===== src/vsfd_pkg.sv =====
// Shared types, constants and the field decode function of the status frame decoder.
package vsfd_pkg;

	localparam int EXT_LEN = 47;
	localparam int OLD_LEN = 26;
	localparam int NEW_LEN = 27;
	localparam logic [7:0] SYNC_FIRST  = 8'h55;
	localparam logic [7:0] SYNC_SECOND = 8'hAA;
	localparam logic [5:0] LAST_ID_BASE = 6'd19;
	localparam logic [5:0] LAST_ID_EXT  = 6'd36;
	localparam logic [1:0] FMT_OLD = 2'd0;
	localparam logic [1:0] FMT_NEW = 2'd1;

	typedef enum logic [1:0] {
		LEN_OLD = 2'd0,
		LEN_NEW = 2'd1,
		LEN_EXT = 2'd2
	} len_code_t;

	typedef logic [EXT_LEN-1:0][7:0] frame_bytes_t;

	// One captured frame as it travels from the front to the back.
	typedef struct packed {
		frame_bytes_t bytes;
		len_code_t    len;
	} frame_t;

	typedef struct packed {
		logic [16:0] value;
		logic        invalid;
	} field_t;

	function automatic logic [16:0] sign_mag(input logic [15:0] mag, input logic neg);
		logic [16:0] m;
		m = {1'b0, mag};
		return neg ? (17'd0 - m) : m;
	endfunction

	function automatic logic [16:0] plus_minus_one(input logic neg);
		return neg ? 17'h1FFFF : 17'd1;
	endfunction

	// Decode one field of a frame; qualified fields read zero when flagged invalid.
	function automatic field_t decode_field(input frame_t f, input logic [5:0] id);
		field_t r;
		frame_bytes_t d;
		logic [9:0] imp;
		d = f.bytes;
		imp = '0;
		r.value = '0;
		r.invalid = 1'b0;
		case (id)
			6'd0: r.value = {16'd0, d[0][4]};
			6'd1: r.value = {16'd0, d[0][2]};
			6'd2: begin
				r.value = {1'b0, d[2], d[1]};
				r.invalid = (d[2] == 8'hFF);
			end
			6'd3: r.value = {16'd0, d[2] == 8'hFF};
			6'd4: begin
				r.value = {9'd0, d[3]};
				r.invalid = (d[3] == 8'hFF);
			end
			6'd5: r.value = {16'd0, d[3] == 8'hFF};
			6'd6: r.value = sign_mag({1'b0, d[5][6:0], d[4]}, d[5][7]);
			6'd7: r.value = sign_mag({1'b0, d[7][6:0], d[6]}, d[7][7]);
			6'd8: r.value = {13'd0, d[9][3:0]};
			6'd9: r.value = {13'd0, d[9][7:4]};
			6'd10: r.value = sign_mag({1'b0, d[11], d[10][7:1]}, d[10][0]);
			6'd11: r.value = sign_mag({1'b0, d[13], d[12][7:1]}, d[12][0]);
			6'd12: r.value = sign_mag({1'b0, d[15], d[14][7:1]}, d[14][0]);
			6'd13: r.value = sign_mag({1'b0, d[17], d[16][7:1]}, d[16][0]);
			6'd14: r.value = {5'd0, d[19][3:0], d[18]};
			6'd15: begin
				r.value = {9'd0, d[20]} - 17'd127;
				r.invalid = (d[20] >= 8'hFE);
			end
			6'd16: begin
				r.value = {9'd0, d[21]} - 17'd127;
				r.invalid = (d[21] >= 8'hFE);
			end
			6'd17: begin
				r.value = {9'd0, d[22]} - 17'd127;
				r.invalid = (d[22] >= 8'hFE);
			end
			6'd18: begin
				r.value = {9'd0, d[23]} - 17'd127;
				r.invalid = (d[23] >= 8'hFE);
			end
			6'd19: r.value = {16'd0, (f.len != LEN_OLD) & d[24][6]};
			6'd20: r.value = {9'd0, d[25]};
			6'd21: r.value = {1'b0, d[27], d[26]};
			6'd22: r.value = {1'b0, d[29], d[28]};
			6'd23: begin
				r.invalid = d[31][6];
				r.value = r.invalid ? 17'd0 : sign_mag({2'b0, d[31][5:0], d[30]}, d[31][7]);
			end
			6'd24: r.value = {16'd0, d[32][0]};
			6'd25, 6'd27, 6'd29, 6'd31: begin
				case (id)
					6'd25: begin
						imp = {d[35][1:0], d[34]};
						r.invalid = d[33][4];
					end
					6'd27: begin
						imp = {d[36][3:0], d[35][7:2]};
						r.invalid = d[33][5];
					end
					6'd29: begin
						imp = {d[37][5:0], d[36][7:4]};
						r.invalid = d[33][6];
					end
					default: begin
						imp = {d[38], d[37][7:6]};
						r.invalid = d[33][7];
					end
				endcase
				r.value = r.invalid ? 17'd0 : {7'd0, imp};
			end
			6'd26: begin
				r.invalid = d[39][0];
				r.value = r.invalid ? 17'd0 : plus_minus_one(d[39][4]);
			end
			6'd28: begin
				r.invalid = d[39][1];
				r.value = r.invalid ? 17'd0 : plus_minus_one(d[39][5]);
			end
			6'd30: begin
				r.invalid = d[39][2];
				r.value = r.invalid ? 17'd0 : plus_minus_one(d[39][6]);
			end
			6'd32: begin
				r.invalid = d[39][3];
				r.value = r.invalid ? 17'd0 : plus_minus_one(d[39][7]);
			end
			6'd33: r.value = plus_minus_one(!d[40][7]);
			6'd34: begin
				r.invalid = d[42][5];
				r.value = r.invalid ? 17'd0 : sign_mag({4'd0, d[42][3:0], d[41]}, d[42][4]);
			end
			6'd35: begin
				r.invalid = d[44][3];
				r.value = r.invalid ? 17'd0 : sign_mag({6'd0, d[44][1:0], d[43]}, d[44][2]);
			end
			6'd36: r.value = {13'd0, d[44][7:4]};
			default: r.value = '0;
		endcase
		return r;
	endfunction

endpackage


===== src/vsfd_front.sv =====
// Front part: byte window, sync detection and frame capture.
module vsfd_front #(
	parameter int MAX_FRAME_BYTES = 47
) (
	input  logic               clk,
	input  logic               arst_n,
	input  vsfd_pkg::len_code_t len,
	input  logic               take,
	input  logic [7:0]         rx_byte,
	output logic               push,
	output vsfd_pkg::frame_t   frame
);
	import vsfd_pkg::*;

	localparam int CW = $clog2(MAX_FRAME_BYTES + 1);

	logic [7:0]    sr_q [MAX_FRAME_BYTES-1];
	logic [CW-1:0] cnt_q;
	logic [7:0]    nw [MAX_FRAME_BYTES];
	logic [6:0]    len7;
	logic [6:0]    keep7;
	logic          hit;

	// Window length of the active format.
	always_comb begin
		case (len)
			LEN_OLD: len7 = 7'(OLD_LEN);
			LEN_EXT: len7 = 7'(EXT_LEN);
			default: len7 = 7'(NEW_LEN);
		endcase
	end

	// Held bytes beyond the newest length-1 are dropped before the new byte.
	assign keep7 = (7'(cnt_q) > len7 - 7'd1) ? (len7 - 7'd1) : 7'(cnt_q);
	assign hit = (keep7 + 7'd1 == len7) && (sr_q[0] == SYNC_FIRST) &&
		(rx_byte == SYNC_SECOND);
	assign push = take && hit;

	// Window after this byte, newest first.
	always_comb begin
		nw[0] = rx_byte;
		for (int k = 1; k < MAX_FRAME_BYTES; k++) begin
			nw[k] = sr_q[k-1];
		end
	end

	// Frame byte i is the window byte that is len-1-i places back.
	always_comb begin
		frame.len = len;
		frame.bytes = '0;
		for (int i = 0; i < EXT_LEN; i++) begin
			case (len)
				LEN_OLD: if (i < OLD_LEN) frame.bytes[i] = nw[OLD_LEN-1-i];
				LEN_EXT: if (MAX_FRAME_BYTES >= EXT_LEN)
					frame.bytes[i] = nw[(EXT_LEN-1-i) % MAX_FRAME_BYTES];
				default: if (i < NEW_LEN) frame.bytes[i] = nw[NEW_LEN-1-i];
			endcase
		end
	end

	// Shift line of received bytes; only length-1 bytes need to be held.
	always_ff @(posedge clk) begin
		if (take) begin
			for (int k = 0; k < MAX_FRAME_BYTES - 1; k++) begin
				sr_q[k] <= nw[k];
			end
		end
	end

	// Fill count; a decoded frame empties the window.
	always_ff @(posedge clk or negedge arst_n) begin
		if (!arst_n) begin
			cnt_q <= '0;
		end else if (take) begin
			cnt_q <= hit ? '0 : CW'(keep7 + 7'd1);
		end
	end

endmodule


===== src/vsfd_fifo.sv =====
// Two-entry frame queue between the front and the back.
module vsfd_fifo (
	input  logic             clk,
	input  logic             arst_n,
	input  logic             push,
	input  vsfd_pkg::frame_t push_frame,
	input  logic             pop,
	output logic             full,
	output logic             not_empty,
	output vsfd_pkg::frame_t head
);
	import vsfd_pkg::*;

	frame_t     mem_q [2];
	logic       wp_q;
	logic       rp_q;
	logic [1:0] cnt_q;

	assign full = cnt_q[1];
	assign not_empty = (cnt_q != 2'd0);
	assign head = mem_q[rp_q];

	// Entry storage.
	always_ff @(posedge clk) begin
		if (push) begin
			mem_q[wp_q] <= push_frame;
		end
	end

	// Pointers and occupancy.
	always_ff @(posedge clk or negedge arst_n) begin
		if (!arst_n) begin
			wp_q <= 1'b0;
			rp_q <= 1'b0;
			cnt_q <= '0;
		end else begin
			if (push) wp_q <= ~wp_q;
			if (pop) rp_q <= ~rp_q;
			cnt_q <= cnt_q + {1'b0, push} - {1'b0, pop};
		end
	end

endmodule


===== src/vsfd_back.sv =====
// Back part: walks the fields of the head frame into the output register.
module vsfd_back (
	input  logic               clk,
	input  logic               arst_n,
	input  logic               have_frame,
	input  vsfd_pkg::frame_t   head,
	output logic               pop,
	output logic               out_valid,
	input  logic               out_stall,
	output logic [5:0]         field_id,
	output logic signed [16:0] field_value,
	output logic               field_invalid,
	output logic               last_field
);
	import vsfd_pkg::*;

	logic [5:0] idx_q;
	logic       load;
	logic       is_last;
	field_t     fld;

	assign load = have_frame && (!out_valid || !out_stall);
	assign is_last = (head.len == LEN_EXT) ? (idx_q == LAST_ID_EXT) : (idx_q == LAST_ID_BASE);
	assign pop = load && is_last;
	assign fld = decode_field(head, idx_q);

	// Field counter and output valid.
	always_ff @(posedge clk or negedge arst_n) begin
		if (!arst_n) begin
			idx_q <= '0;
			out_valid <= 1'b0;
		end else begin
			if (load) begin
				idx_q <= is_last ? 6'd0 : idx_q + 6'd1;
				out_valid <= 1'b1;
			end else if (!out_stall) begin
				out_valid <= 1'b0;
			end
		end
	end

	// Output payload.
	always_ff @(posedge clk) begin
		if (load) begin
			field_id <= idx_q;
			field_value <= fld.value;
			field_invalid <= fld.invalid;
			last_field <= is_last;
		end
	end

endmodule


===== src/vehicle_status_frame_decoder.sv =====
// Top level of the vehicle status frame decoder.
// Input channel: in_valid/in_stall carry one received byte (rx_byte) per transfer.
// Output channel: out_valid/out_stall carry one decoded status field per transfer:
// field_id, field_value (signed raw units), field_invalid and last_field on the
// final field of a frame (20 fields, or 37 in the extended format).
// The user must write frame_format with frame_format_we only while the block is
// idle; the block does not enforce it. It takes one byte every cycle while in_stall
// is low. A byte that completes a frame with the sync pair enters a two-entry frame
// queue; the back part walks the frame's fields out, one per cycle unless stalled.
// Frames are at least 26 bytes apart, so the field walk keeps pace with input.
// A receiver stall holds the output register; the queue absorbs frames, and
// in_stall rises only while the queue holds two frames.
// Reset empties the window and queue and sets frame_format to the 27-byte format.
module vehicle_status_frame_decoder #(
	parameter int MAX_FRAME_BYTES = 47
) (
	input  logic               clk,
	input  logic               arst_n,
	input  logic               frame_format_we,
	input  logic [1:0]         frame_format,
	input  logic               in_valid,
	output logic               in_stall,
	input  logic [7:0]         rx_byte,
	output logic               out_valid,
	input  logic               out_stall,
	output logic [5:0]         field_id,
	output logic signed [16:0] field_value,
	output logic               field_invalid,
	output logic               last_field
);
	import vsfd_pkg::*;

	logic [1:0] fmt_q;
	len_code_t  len;
	logic       take;
	logic       push;
	logic       pop;
	logic       full;
	logic       not_empty;
	frame_t     cap;
	frame_t     head;

	// Format register.
	always_ff @(posedge clk or negedge arst_n) begin
		if (!arst_n) begin
			fmt_q <= FMT_NEW;
		end else if (frame_format_we) begin
			fmt_q <= frame_format;
		end
	end

	// Format to frame length; extended needs a window of full size.
	always_comb begin
		if (fmt_q == FMT_OLD) len = LEN_OLD;
		else if (fmt_q != FMT_NEW && MAX_FRAME_BYTES >= EXT_LEN) len = LEN_EXT;
		else len = LEN_NEW;
	end

	assign in_stall = full;
	assign take = in_valid && !full;

	vsfd_front #(.MAX_FRAME_BYTES(MAX_FRAME_BYTES)) u_front (
		.clk(clk), .arst_n(arst_n), .len(len), .take(take), .rx_byte(rx_byte),
		.push(push), .frame(cap)
	);

	vsfd_fifo u_fifo (
		.clk(clk), .arst_n(arst_n), .push(push), .push_frame(cap), .pop(pop),
		.full(full), .not_empty(not_empty), .head(head)
	);

	vsfd_back u_back (
		.clk(clk), .arst_n(arst_n), .have_frame(not_empty), .head(head), .pop(pop),
		.out_valid(out_valid), .out_stall(out_stall), .field_id(field_id),
		.field_value(field_value), .field_invalid(field_invalid), .last_field(last_field)
	);

`ifndef SYNTHESIS
	// The last field is always field 19 or field 36.
	a_last_id: assert property (@(posedge clk) disable iff (!arst_n)
		out_valid && last_field |-> field_id == LAST_ID_BASE || field_id == LAST_ID_EXT)
		else $error("last field with wrong id");

	// Fields of one frame follow without gaps.
	a_seq: assert property (@(posedge clk) disable iff (!arst_n)
		out_valid && !out_stall && !last_field |=> out_valid && field_id == $past(field_id) + 6'd1)
		else $error("field sequence broken");

	// A new frame starts at field zero.
	a_first: assert property (@(posedge clk) disable iff (!arst_n)
		out_valid && !out_stall && last_field ##1 out_valid && !$past(out_valid && out_stall)
		|-> field_id == 6'd0)
		else $error("frame did not start at field zero");

	// The queue never overflows or underflows.
	a_queue: assert property (@(posedge clk) disable iff (!arst_n)
		!(push && full) && !(pop && !not_empty))
		else $error("frame queue misuse");
`endif

endmodule


===== config.mk =====
export PLATFORM = sky130hd
export DESIGN_NAME = vehicle_status_frame_decoder
export DESIGN_NICKNAME = d
export VERILOG_FILES = /design/src/vsfd_pkg.sv /design/src/vsfd_front.sv /design/src/vsfd_fifo.sv /design/src/vsfd_back.sv /design/src/vehicle_status_frame_decoder.sv
export SDC_FILE = /design/constraint.sdc
export NUM_CORES = 1
export LEC_CHECK = 0
export BUFFER_PORTS_ARGS = -buffer_cell sky130_fd_sc_hd__buf_2
export CELL_PAD_IN_SITES_DETAIL_PLACEMENT = 1
export CELL_PAD_IN_SITES_GLOBAL_PLACEMENT = 1
export CORE_MARGIN = 4
export CORE_UTILIZATION = 40
export DETAILED_ROUTE_END_ITERATION = 8
export GPL_TIMING_DRIVEN = 0
export PLACE_DENSITY = 0.62
export SETUP_SLACK_MARGIN = 0.4
export SLEW_MARGIN = 40
export SYNTH_ARGS = -nofsm -noshare
export SYNTH_HDL_FRONTEND = slang
export SYNTH_HIERARCHICAL = 1
export SYNTH_SLANG_ARGS = --single-unit

===== constraint.sdc =====
create_clock -name clk -period 54.4 [get_ports clk]
set_input_delay 8.16 -clock clk [delete_from_list [all_inputs] [get_ports clk]]
set_output_delay 8.16 -clock clk [all_outputs]
set_load 0.05 [all_outputs]

==> results of run 1 <==
[final timing paths]
check | from | to | slack (ps) | cells after the start
setup / recovery | rx_byte[3] | u_fifo/mem_q[0][287] | 42880 | 14
hold / removal | u_front/sr_q[2][46] | u_front/sr_q[2][54] | 430 | 0
setup reg to reg | fmt_q[0] | u_fifo/mem_q[0][287] | 46640 | 26
hold reg to reg | u_front/sr_q[2][46] | u_front/sr_q[2][54] | 430 | 0
max in group asynchronous | arst_n | u_back/idx_q[2] | 46510 | 1
min in group asynchronous | arst_n | fmt_q[1] | 7450 | 1
[sequential cells by signal, indices dropped and copies added (netlist names)]
name / flops
u_front/cnt_q: 6
u_fifo/rp_q: 1
u_back/out_valid: 1
u_back/last_field: 1
u_back/idx_q: 6
u_back/field_invalid: 1
u_fifo/wp_q: 1
u_front/sr_q: 362
u_back/field_value: 17
u_fifo/mem_q: 634
u_back/field_id: 6
u_fifo/cnt_q: 2
fmt_q: 2
[layer usage]
layer	global-route usage (%)	wire, um	vias to the layer above
met4	9.41	6230	0
met5	0	0	-
met3	3.45	9440	226
li1	-	-	12529
met2	41.9	76600	1024
met1	36.1	71700	15602
[cells in the final DEF, fill, tap and decap left out, types with 42 or more instances in the layout]
| cell type | n |
|---|---|
| sky130_fd_sc_hd__and2_1 | 131 |
| sky130_fd_sc_hd__buf_2 | 65 |
| sky130_fd_sc_hd__edfxtp_1 | 1021 |
| sky130_fd_sc_hd__a22oi_1 | 42 |
| sky130_fd_sc_hd__mux2_2 | 61 |
| sky130_fd_sc_hd__o22ai_1 | 42 |
| sky130_fd_sc_hd__xor2_1 | 81 |
| sky130_fd_sc_hd__nand2_1 | 261 |
| sky130_fd_sc_hd__xnor2_1 | 53 |
| sky130_fd_sc_hd__nor2_1 | 67 |
| sky130_fd_sc_hd__clkbuf_1 | 111 |
| sky130_fd_sc_hd__mux2_4 | 263 |
| sky130_fd_sc_hd__clkbuf_16 | 115 |
| sky130_fd_sc_hd__o21ai_0 | 248 |
| sky130_fd_sc_hd__mux2i_1 | 195 |
[stage by stage]
step                hold slack [ps]  instance area (um2)
floorplan                       400                47500
global placement                405                49600
detailed placement              410                50700
CTS                             426                54400
global route                    444                54400
finish                          426                54400
[power breakdown]
part           leakage [nW]  total [W]  switching [W]  internal (W)
clock network          1.76   0.000758       0.000321      0.000437
logic                  7.45   0.000754       0.000488      0.000266
registers              9.77    0.00101      0.0000534      0.000961
total                  19.0    0.00253       0.000863       0.00166
[final cells by class]
class	count	area share, %
Clock buffer	136	5.49
Antenna cell	4	0.0184
Sequential cell	1040	57.3
Multi-Input combinational cell	1892	27.8
Buffer	184	2.03
Tap cell	1536	3.54
Timing Repair Buffer	96	2.37
Inverter	43	0.301
Clock inverter	72	1.18
==> impl_metrics.prom, run 1 <==
# TYPE chip_impl_metric gauge
chip_impl_metric{name="number_of_max_cap_violations",unit=""} 0
chip_impl_metric{name="core_area",unit="um2"} 118000
chip_impl_metric{name="yosys_warnings",unit=""} 6
chip_impl_metric{name="cell_count_after_synthesis",unit=""} 3159
chip_impl_metric{name="synthesis.area",unit="um2"} 47500
chip_impl_metric{name="final_min_period_over_clock_period",unit="%"} 21.2
chip_impl_metric{name="number_of_buffers_inserted_for_hold_repair_after_clock_tree_synthesis",unit=""} 0
chip_impl_metric{name="grtUsageTotal",unit="%"} 26.0
chip_impl_metric{name="areaGrowthSynthToFinish",unit="%"} 14.6
chip_impl_metric{name="antenna_found_initial",unit=""} 8
chip_impl_metric{name="irDropWorstVdd",unit="mV"} 0.0448
chip_impl_info{name="status",value="finished clean"} 1
chip_impl_metric{name="dr.first_iter.drc_count",unit=""} 3007
chip_impl_metric{name="routed_wire_length_per_instance",unit="um"} 32.8
chip_impl_metric{name="place_worst_setup_slack",unit="ps"} 42020
chip_impl_metric{name="via_count_of_the_routed_design",unit=""} 29381
chip_impl_metric{name="worstSkewPairLatency",unit="ps"} 730
chip_impl_metric{name="mappedNetlistNets",unit=""} 3201
chip_impl_metric{name="required_time_of_the_worst_setup_path",unit="ps"} 54800
chip_impl_metric{name="syn_avg_cell_area",unit="um2"} 15.0
chip_impl_metric{name="p_leak",unit="nW"} 19.0
chip_impl_metric{name="htree_num_levels",unit=""} 3
chip_impl_metric{name="num_io_pins",unit=""} 42
chip_impl_metric{name="post-route-min-period",unit="ps"} 11520
chip_impl_metric{name="final_core_util",unit="%"} 46.1
chip_impl_metric{name="drc",unit=""} 0
chip_impl_info{name="path_class",value="input pin to flip-flop"} 1
chip_impl_metric{name="cts.sinks",unit=""} 1040
chip_impl_metric{name="dp.final_hpwl",unit="um"} 125000
chip_impl_metric{name="maxSlewHeadroom",unit="%"} 36.0
chip_impl_metric{name="dp.cells",unit=""} 4791
chip_impl_metric{name="report.final.slew_viol_count",unit=""} 0
chip_impl_metric{name="total_iterations_of_the_first_detailed_routing_run",unit=""} 6
chip_impl_metric{name="dieWidth",unit="um"} 352
chip_impl_metric{name="post_cts_repair_timing_setup_buffer_count",unit=""} 0
chip_impl_metric{name="fmax",unit="GHz"} 0.0868
chip_impl_info{name="critical_path.cell_chain",value="buf_2 > nor4bb_1 > nand3_1 > nor4_1 > nand2_1 > a311oi_2 > and2_1 > nor2b_4 > buf_8 > buf_16 > buf_16 > buf_8 > buf_8 > buf_8"} 1
chip_impl_metric{name="chipHeight",unit="um"} 352
chip_impl_metric{name="critical-path-max-stage-delay",unit="ps"} 560
chip_impl_metric{name="dieArea",unit="um2"} 124000
chip_impl_metric{name="global_route_wire_length_before_repair",unit="um"} 231000
chip_impl_info{name="cp_common_cell",value="sky130_fd_sc_hd__buf_8"} 1
chip_impl_metric{name="finish_stage_setup_viols",unit=""} 0
chip_impl_metric{name="power_density",unit="nW/um2"} 46.5
chip_impl_info{name="grt_setup_unrepaired",value="no"} 1
chip_impl_info{name="worst_path_dominant_cell_family",value="simple AND/OR/NAND/NOR gates"} 1
chip_impl_metric{name="clock_tree.buffer_depth",unit=""} 3
chip_impl_metric{name="layout-drive-gt1-share",unit="%"} 20.7
chip_impl_metric{name="report.power.total",unit="W"} 0.00253
chip_impl_metric{name="final-seq-area",unit="um2"} 31100
chip_impl_metric{name="place.gp.congestion",unit=""} 1.01
chip_impl_metric{name="nFillCells",unit=""} 11608
chip_impl_metric{name="first_global_vias",unit=""} 30290
chip_impl_metric{name="vias_per_cell",unit=""} 5.87
chip_impl_metric{name="layout.cells.non_filler",unit=""} 5003
chip_impl_info{name="setup.worst_path.end_class",value="flip-flop"} 1
chip_impl_info{name="crit_slowest_cell",value="sky130_fd_sc_hd__nor4_1"} 1
chip_impl_metric{name="cts-buffers-inserted",unit=""} 112
chip_impl_metric{name="fin_skew",unit="ps"} 33.0
chip_impl_metric{name="rows",unit=""} 126
chip_impl_metric{name="critical_path.max_fanout",unit=""} 19
chip_impl_info{name="clock_tree_from_tritoncts",value="built"} 1
chip_impl_metric{name="starting_utilization_of_the_core_area",unit="%"} 40.2
chip_impl_metric{name="slew_at_the_pin_closest_to_its_max_slew_limit",unit="ps"} 951
chip_impl_info{name="timing.hold.worst.class",value="flip-flop to flip-flop"} 1
chip_impl_metric{name="number_of_failing_hold_endpoints_at_the_final_stage",unit=""} 0
chip_impl_metric{name="ant_nets",unit=""} 0
chip_impl_metric{name="detail_route.wirelength",unit="um"} 164000
chip_impl_info{name="clock_tree.root_cell",value="sky130_fd_sc_hd__clkbuf_16"} 1
chip_impl_metric{name="overflow",unit=""} 0
chip_impl_metric{name="multi_input_comb_area",unit="um2"} 15100
chip_impl_metric{name="path_clk_slew",unit="ps"} 60
chip_impl_metric{name="timing.setup.tns",unit="ps"} 0
chip_impl_metric{name="setup_ws",unit="ps"} 42880
chip_impl_metric{name="fin_nets",unit=""} 3411
chip_impl_info{name="critPathLaunchType",value="input pin"} 1
chip_impl_metric{name="postCtsResizedCells",unit=""} 0
chip_impl_metric{name="grt_max_degree",unit=""} 40
chip_impl_metric{name="io_buffer_count",unit=""} 41
chip_impl_metric{name="timing.critical_path.buf_inv",unit=""} 7
chip_impl_metric{name="crit_arrival",unit="ps"} 11920
Power figures use the tool's default switching activity.
==> run 2: changes to the inputs <==
==> constraint.sdc (replaced) <==
create_clock -name clk -period 11.99 [get_ports clk]
set_input_delay 1.7985 -clock clk [delete_from_list [all_inputs] [get_ports clk]]
set_output_delay 1.7985 -clock clk [all_outputs]
set_load 0.05 [all_outputs]
==> impl_metrics.prom, run 2 (synthesis results as in run 1) <==
# TYPE chip_impl_metric gauge
chip_impl_info{name="path_class",value="flip-flop to flip-flop"} 1
chip_impl_metric{name="report.final.slew_viol_count",unit=""} 0
chip_impl_metric{name="number_of_failing_hold_endpoints_at_the_final_stage",unit=""} 0
chip_impl_metric{name="chipHeight",unit="um"} 352
chip_impl_metric{name="path_clk_slew",unit="ps"} 60
chip_impl_info{name="reg_top3",value="u_fifo/mem_q x634, u_front/sr_q x362, u_back/field_value x17"} 1
chip_impl_metric{name="htree_num_levels",unit=""} 3
chip_impl_metric{name="core_area",unit="um2"} 118000
chip_impl_metric{name="grtUsageTotal",unit="%"} 25.9
chip_impl_metric{name="starting_utilization_of_the_core_area",unit="%"} 40.2
chip_impl_metric{name="irDropWorstVdd",unit="mV"} 0.132
chip_impl_metric{name="antenna_found_initial",unit=""} 13
chip_impl_metric{name="cts-buffers-inserted",unit=""} 112
chip_impl_metric{name="n_antenna_cell",unit=""} 0
chip_impl_info{name="clock_tree.root_cell",value="sky130_fd_sc_hd__clkbuf_16"} 1
chip_impl_metric{name="required_time_of_the_worst_setup_path",unit="ps"} 12390
chip_impl_info{name="worst_path_dominant_cell_family",value="buffers and inverters"} 1
chip_impl_info{name="r2r_start",value="fmt_q[0]"} 1
chip_impl_metric{name="final_min_period_over_clock_period",unit="%"} 64.2
chip_impl_metric{name="drc",unit=""} 0
chip_impl_metric{name="p_leak",unit="nW"} 19.0
chip_impl_metric{name="detail_route.wirelength",unit="um"} 164000
chip_impl_metric{name="largest_register_ff_count",unit=""} 634
chip_impl_metric{name="layout.cell_area.non_filler",unit="um2"} 54400
chip_impl_info{name="max_flop_register",value="u_fifo/mem_q"} 1
chip_impl_metric{name="areaGrowthSynthToFinish",unit="%"} 14.7
chip_impl_metric{name="cts.sinks",unit=""} 1040
chip_impl_metric{name="fin_nets",unit=""} 3411
chip_impl_metric{name="grt_max_degree",unit=""} 39
chip_impl_info{name="critPathLaunchType",value="flip-flop"} 1
chip_impl_metric{name="io_buffer_count",unit=""} 41
chip_impl_metric{name="critical_path.max_fanout",unit=""} 18
chip_impl_metric{name="maxSlewHeadroom",unit="%"} 38.4
chip_impl_metric{name="final_core_util",unit="%"} 46.1
chip_impl_info{name="worst_setup_path_startpoint",value="fmt_q[0]"} 1
chip_impl_metric{name="grt_use_met2",unit="%"} 41.6
chip_impl_metric{name="dieArea",unit="um2"} 124000
chip_impl_metric{name="total_iterations_of_the_first_detailed_routing_run",unit=""} 5
chip_impl_metric{name="routed_wire_length_per_instance",unit="um"} 32.8
chip_impl_info{name="top_usage_layer",value="met2"} 1
chip_impl_metric{name="crit_arrival",unit="ps"} 8100
chip_impl_metric{name="slew_at_the_pin_closest_to_its_max_slew_limit",unit="ps"} 924
chip_impl_metric{name="finish_stage_setup_viols",unit=""} 0
chip_impl_metric{name="power_density",unit="nW/um2"} 210
chip_impl_metric{name="grt_use_met3",unit="%"} 3.66
chip_impl_metric{name="layout.cells.non_filler",unit=""} 5002
chip_impl_metric{name="number_of_max_cap_violations",unit=""} 0
chip_impl_metric{name="globalRouteMet1Util",unit="%"} 36.1
chip_impl_metric{name="number_of_buffers_inserted_for_hold_repair_after_clock_tree_synthesis",unit=""} 0
chip_impl_metric{name="postCtsResizedCells",unit=""} 0
chip_impl_metric{name="placed_cell_area",unit="um2"} 50800
chip_impl_metric{name="fin_skew",unit="ps"} 41.4
chip_impl_metric{name="global_route_wire_length_before_repair",unit="um"} 231000
chip_impl_info{name="crit_slowest_cell",value="sky130_fd_sc_hd__dfstp_2"} 1
chip_impl_metric{name="place.gp.congestion",unit=""} 1.00
chip_impl_metric{name="layout-drive-gt1-share",unit="%"} 20.7
chip_impl_metric{name="num_io_pins",unit=""} 42
chip_impl_metric{name="timing.critical_path.buf_inv",unit=""} 13
chip_impl_info{name="mostFrequentLayoutCell",value="sky130_fd_sc_hd__edfxtp_1"} 1
chip_impl_info{name="grt_setup_unrepaired",value="no"} 1
chip_impl_info{name="min_from",value="u_front/sr_q[1][85]"} 1
chip_impl_info{name="clock_tree_from_tritoncts",value="built"} 1
chip_impl_metric{name="clock_tree.buffer_depth",unit=""} 3
chip_impl_metric{name="worstSkewPairLatency",unit="ps"} 720
chip_impl_info{name="status",value="finished clean"} 1
chip_impl_metric{name="post-route-min-period",unit="ps"} 7700
chip_impl_metric{name="overflow",unit=""} 0
chip_impl_metric{name="critical-path-max-stage-delay",unit="ps"} 530
chip_impl_metric{name="dp.final_hpwl",unit="um"} 126000
chip_impl_info{name="cp_common_cell",value="sky130_fd_sc_hd__buf_8"} 1
chip_impl_metric{name="dr.first_iter.drc_count",unit=""} 3000
chip_impl_metric{name="vias_per_cell",unit=""} 5.86
chip_impl_metric{name="fmax",unit="GHz"} 0.130
chip_impl_metric{name="via_count_of_the_routed_design",unit=""} 29311
chip_impl_metric{name="first_global_vias",unit=""} 30133
chip_impl_metric{name="post_cts_repair_timing_setup_buffer_count",unit=""} 0
chip_impl_info{name="final_cell_mix",value="1021 x sky130_fd_sc_hd__edfxtp_1, 263 x sky130_fd_sc_hd__mux2_4, 261 x sky130_fd_sc_hd__nand2_1"} 1
chip_impl_metric{name="dp.cells",unit=""} 4791
chip_impl_info{name="setup.worst_path.end_class",value="flip-flop"} 1
chip_impl_metric{name="ant_nets",unit=""} 0
chip_impl_metric{name="rows",unit=""} 126
chip_impl_metric{name="dieWidth",unit="um"} 352
chip_impl_info{name="timing.hold.worst.class",value="flip-flop to flip-flop"} 1
run 2: changes by cell type in the layout (fill, tap and decap cells not counted), moves of 2 or more:
cell                         delta
sky130_fd_sc_hd__clkinv_1      +11
sky130_fd_sc_hd__buf_16         +5
sky130_fd_sc_hd__clkbuf_1       -5
sky130_fd_sc_hd__buf_8          -4
sky130_fd_sc_hd__diode_2        -4
sky130_fd_sc_hd__clkbuf_8       -3
sky130_fd_sc_hd__clkinv_4       -3
sky130_fd_sc_hd__clkbuf_16      -2
sky130_fd_sc_hd__clkinv_2       +2
sky130_fd_sc_hd__clkinv_8       +2
sky130_fd_sc_hd__clkinvlp_4     -2
run 2: layout make-up:
cell class                      instances  area, um2
Timing Repair Buffer                   96       1360
Inverter                               43        164
Multi-Input combinational cell       1892      15100
Buffer                                184       1110
Fill cell                           11587      63500
Clock buffer                          126       2880
Sequential cell                      1040      31100
Tap cell                             1536       1920
Clock inverter                         85        744
run 2: per-stage QoR:
stage | setup slack [ps] | TNS, ps | hold WS (ps) | power (W)
CTS | 4100 | 0 | 425 | 0.0115
detailed placement | 4140 | 0 | 410 | 0.00803
finish | 4290 | 0 | 425 | 0.0115
floorplan | -1280 | -547040 | 400 | 0.00666
global route | 3840 | 0 | 429 | 0.0118
global placement | -7660 | -4376890 | 406 | 0.00796
run 2: path summary, 6_finish.rpt:
kind	end	slack, ps	cells after the start
worst max-delay path	u_fifo/mem_q[0][107]	4290	27
worst min-delay path	u_front/sr_q[1][93]	430	0
worst min register to register	u_front/sr_q[1][93]	430	0
min in group asynchronous	fmt_q[1]	1140	1
max in group asynchronous	u_back/idx_q[1]	10410	1
worst max register to register	u_fifo/mem_q[0][107]	4290	27
run 2: where the power goes:
| part | total [W] | leakage [nW] | internal, W | switching (W) |
|---|---|---|---|---|
| clock | 0.00343 | 1.77 | 0.00196 | 0.00147 |
| combinational | 0.00342 | 7.48 | 0.00121 | 0.00221 |
| sequential | 0.00460 | 9.77 | 0.00436 | 0.000242 |
| total | 0.0115 | 19.0 | 0.00753 | 0.00392 |
run 2: metal layers:
metal	routed length, um	vias to the layer above
met5	40	-
met4	6420	6
met3	9200	238
met2	76500	1025
met1	71800	15516
li1	-	12526
==> run 3: changes to the inputs <==
--- a/config.mk
+++ b/config.mk
@@ -12,7 +12,7 @@
 export CORE_UTILIZATION = 40
 export DETAILED_ROUTE_END_ITERATION = 8
 export GPL_TIMING_DRIVEN = 0
-export PLACE_DENSITY = 0.62
+export PLACE_DENSITY = 0.64
 export SETUP_SLACK_MARGIN = 0.4
 export SLEW_MARGIN = 40
 export SYNTH_ARGS = -nofsm -noshare
==> constraint.sdc (replaced) <==
create_clock -name clk -period 6.39 [get_ports clk]
set_input_delay 0.9585 -clock clk [delete_from_list [all_inputs] [get_ports clk]]
set_output_delay 0.9585 -clock clk [all_outputs]
set_load 0.05 [all_outputs]
==> impl_metrics.prom, run 3 (synthesis results as in run 1) <==
# TYPE chip_impl_metric gauge
chip_impl_info{name="status",value="finished clean"} 1
chip_impl_info{name="crit_slowest_cell",value="sky130_fd_sc_hd__dfstp_2"} 1
chip_impl_info{name="max_flop_register",value="u_fifo/mem_q"} 1
chip_impl_metric{name="worstSkewPairLatency",unit="ps"} 710
chip_impl_metric{name="critical_path.max_fanout",unit=""} 18
chip_impl_metric{name="htree_num_levels",unit=""} 3
chip_impl_metric{name="finish_stage_setup_viols",unit=""} 0
chip_impl_metric{name="num_io_pins",unit=""} 42
chip_impl_info{name="final_cell_mix",value="1021 x sky130_fd_sc_hd__edfxtp_1, 263 x sky130_fd_sc_hd__mux2_4, 261 x sky130_fd_sc_hd__nand2_1"} 1
chip_impl_info{name="clock_tree_from_tritoncts",value="built"} 1
chip_impl_metric{name="total_iterations_of_the_first_detailed_routing_run",unit=""} 5
chip_impl_metric{name="detail_route.wirelength",unit="um"} 163000
chip_impl_metric{name="number_of_max_cap_violations",unit=""} 0
chip_impl_metric{name="path_clk_slew",unit="ps"} 60
chip_impl_metric{name="drc",unit=""} 0
chip_impl_metric{name="p_leak",unit="nW"} 19.3
chip_impl_metric{name="largest_register_ff_count",unit=""} 634
chip_impl_metric{name="number_of_failing_hold_endpoints_at_the_final_stage",unit=""} 0
chip_impl_metric{name="critical-path-max-stage-delay",unit="ps"} 530
chip_impl_metric{name="slew_at_the_pin_closest_to_its_max_slew_limit",unit="ps"} 919
chip_impl_metric{name="required_time_of_the_worst_setup_path",unit="ps"} 6780
chip_impl_info{name="timing.hold.worst.class",value="input pin to async pin"} 1
chip_impl_metric{name="fin_nets",unit=""} 3444
chip_impl_metric{name="dieWidth",unit="um"} 352
chip_impl_metric{name="report.power.total",unit="W"} 0.0216
chip_impl_metric{name="post-route-min-period",unit="ps"} 5800
chip_impl_metric{name="report.final.slew_viol_count",unit=""} 0
chip_impl_metric{name="global_route_wire_length_before_repair",unit="um"} 229000
chip_impl_info{name="mostFrequentLayoutCell",value="sky130_fd_sc_hd__edfxtp_1"} 1
chip_impl_metric{name="clock_tree.buffer_depth",unit=""} 3
chip_impl_metric{name="cts-buffers-inserted",unit=""} 110
chip_impl_metric{name="dp.final_hpwl",unit="um"} 122000
chip_impl_metric{name="final_core_util",unit="%"} 46.7
chip_impl_metric{name="ant_nets",unit=""} 0
chip_impl_metric{name="layout.cells.non_filler",unit=""} 5036
chip_impl_metric{name="vias_per_cell",unit=""} 5.85
chip_impl_metric{name="dr.first_iter.drc_count",unit=""} 3385
chip_impl_metric{name="grt_max_degree",unit=""} 36
chip_impl_metric{name="fmax",unit="GHz"} 0.172
chip_impl_metric{name="starting_utilization_of_the_core_area",unit="%"} 40.2
chip_impl_metric{name="grtUsageTotal",unit="%"} 25.7
chip_impl_metric{name="io_buffer_count",unit=""} 41
chip_impl_metric{name="first_global_vias",unit=""} 29836
chip_impl_metric{name="via_count_of_the_routed_design",unit=""} 29437
chip_impl_metric{name="dieArea",unit="um2"} 124000
chip_impl_info{name="grt_setup_unrepaired",value="yes"} 1
chip_impl_metric{name="routed_wire_length_per_instance",unit="um"} 32.3
chip_impl_info{name="critPathLaunchType",value="flip-flop"} 1
chip_impl_metric{name="final_min_period_over_clock_period",unit="%"} 90.8
chip_impl_metric{name="overflow",unit=""} 0
chip_impl_info{name="setup.worst_path.end_class",value="flip-flop"} 1
chip_impl_metric{name="place.gp.congestion",unit=""} 0.947
chip_impl_metric{name="irDropWorstVdd",unit="mV"} 0.291
chip_impl_metric{name="power_density",unit="nW/um2"} 393
chip_impl_metric{name="nFillCells",unit=""} 11567
chip_impl_metric{name="crit_arrival",unit="ps"} 6200
chip_impl_metric{name="core_area",unit="um2"} 118000
chip_impl_metric{name="dp.cells",unit=""} 4795
chip_impl_info{name="reg_top3",value="u_fifo/mem_q x634, u_front/sr_q x362, u_back/field_value x17"} 1
chip_impl_metric{name="chipHeight",unit="um"} 352
chip_impl_metric{name="layout-drive-gt1-share",unit="%"} 21.4
chip_impl_metric{name="maxSlewHeadroom",unit="%"} 38.7
chip_impl_metric{name="cts.sinks",unit=""} 1040
chip_impl_metric{name="antenna_found_initial",unit=""} 10
chip_impl_info{name="clock_tree.root_cell",value="sky130_fd_sc_hd__clkbuf_16"} 1
chip_impl_metric{name="areaGrowthSynthToFinish",unit="%"} 15.9
chip_impl_info{name="path_class",value="flip-flop to flip-flop"} 1
chip_impl_metric{name="rows",unit=""} 126
chip_impl_metric{name="fin_skew",unit="ps"} 32.7
==> run 3: cell types whose count changed in the layout (fill, tap and decap cells not counted), sizes merged <==
cell	previous run	this run
buf	176	212
clkbuf	230	242
bufinv	11	14
inv	50	45
diode	0	3
clkinv	61	41
and2	133	134
bufbuf	0	1
clkinvlp	6	9
==> run 3: worst paths after layout <==
kind,startpoint,end,cells past startpoint,slack [ps]
min in group clk,u_front/sr_q[2][45],u_front/sr_q[2][53],0,420
min reg2reg,u_front/sr_q[2][45],u_front/sr_q[2][53],0,420
max reg2reg,fmt_q[0],u_fifo/mem_q[0][94],28,590
max in group asynchronous,arst_n,u_back/idx_q[3],1,5660
min,arst_n,u_front/cnt_q[0],1,300
max,fmt_q[0],u_fifo/mem_q[0][94],28,590
==> run 3: critical path, delay by kind of cell, from the launching register on <==
family          cells  cell delay, ps
buf+inv            13            2050
xor+xnor            1             130
compound gates      5             910
flops               1             530
mux                 2             450
fa+ha+maj           2             440
simple gates        5             910
==> run 3: final cells by class <==
class,instances,area [um2],area share [%]
well taps,1536,1920,3.49
multi-input cells,1893,15200,27.6
flip-flops and latches,1040,31100,56.6
inverters,43,164,0.298
repair buffers,130,1790,3.26
diodes,3,7.51,0.0136
clock inverters,66,693,1.26
clock buffers,141,2950,5.37
plain buffers,184,1160,2.11
==> run 3: power by group <==
part / internal, W / switching, W / leakage [nW] / total (W)
clock network: 0.00382 / 0.00273 / 1.75 / 0.00655
registers: 0.00818 / 0.000447 / 9.77 / 0.00862
logic: 0.00232 / 0.00414 / 7.76 / 0.00646
total: 0.0143 / 0.00732 / 19.3 / 0.0216
==> run 3: timing repair <==
action	4_1_cts	5_1_grt
endpoints found under the setup margin	636	52
buffers inserted	17	12
pin swaps	5	4
cloned	2	0
hold buffers	0	0
resized for setup	24	3
==> run 3: layer usage <==
layer	share of wire, %	wire length (um)	GRT usage (%)
met1	43	69900	35.7
met2	47	76200	41.4
met3	6.5	10500	3.78
met4	3.7	6010	9.13
met5	0.0074	12	0
==> run 3: metrics by stage <==
step / hold slack [ps] / setup TNS (ps) / worst slack [ps] / cell area, um2
6_report: 296 / 0 / 588 / 55000
5_1_grt: 315 / 0 / 373 / 55000
4_1_cts: 255 / 0 / 411 / 54900
3_5_place_dp: 405 / -471520 / -1500 / 50900
3_3_place_gp: 403 / -9093710 / -12950 / 49600
2_1_floorplan: 400 / -3735420 / -6040 / 47500
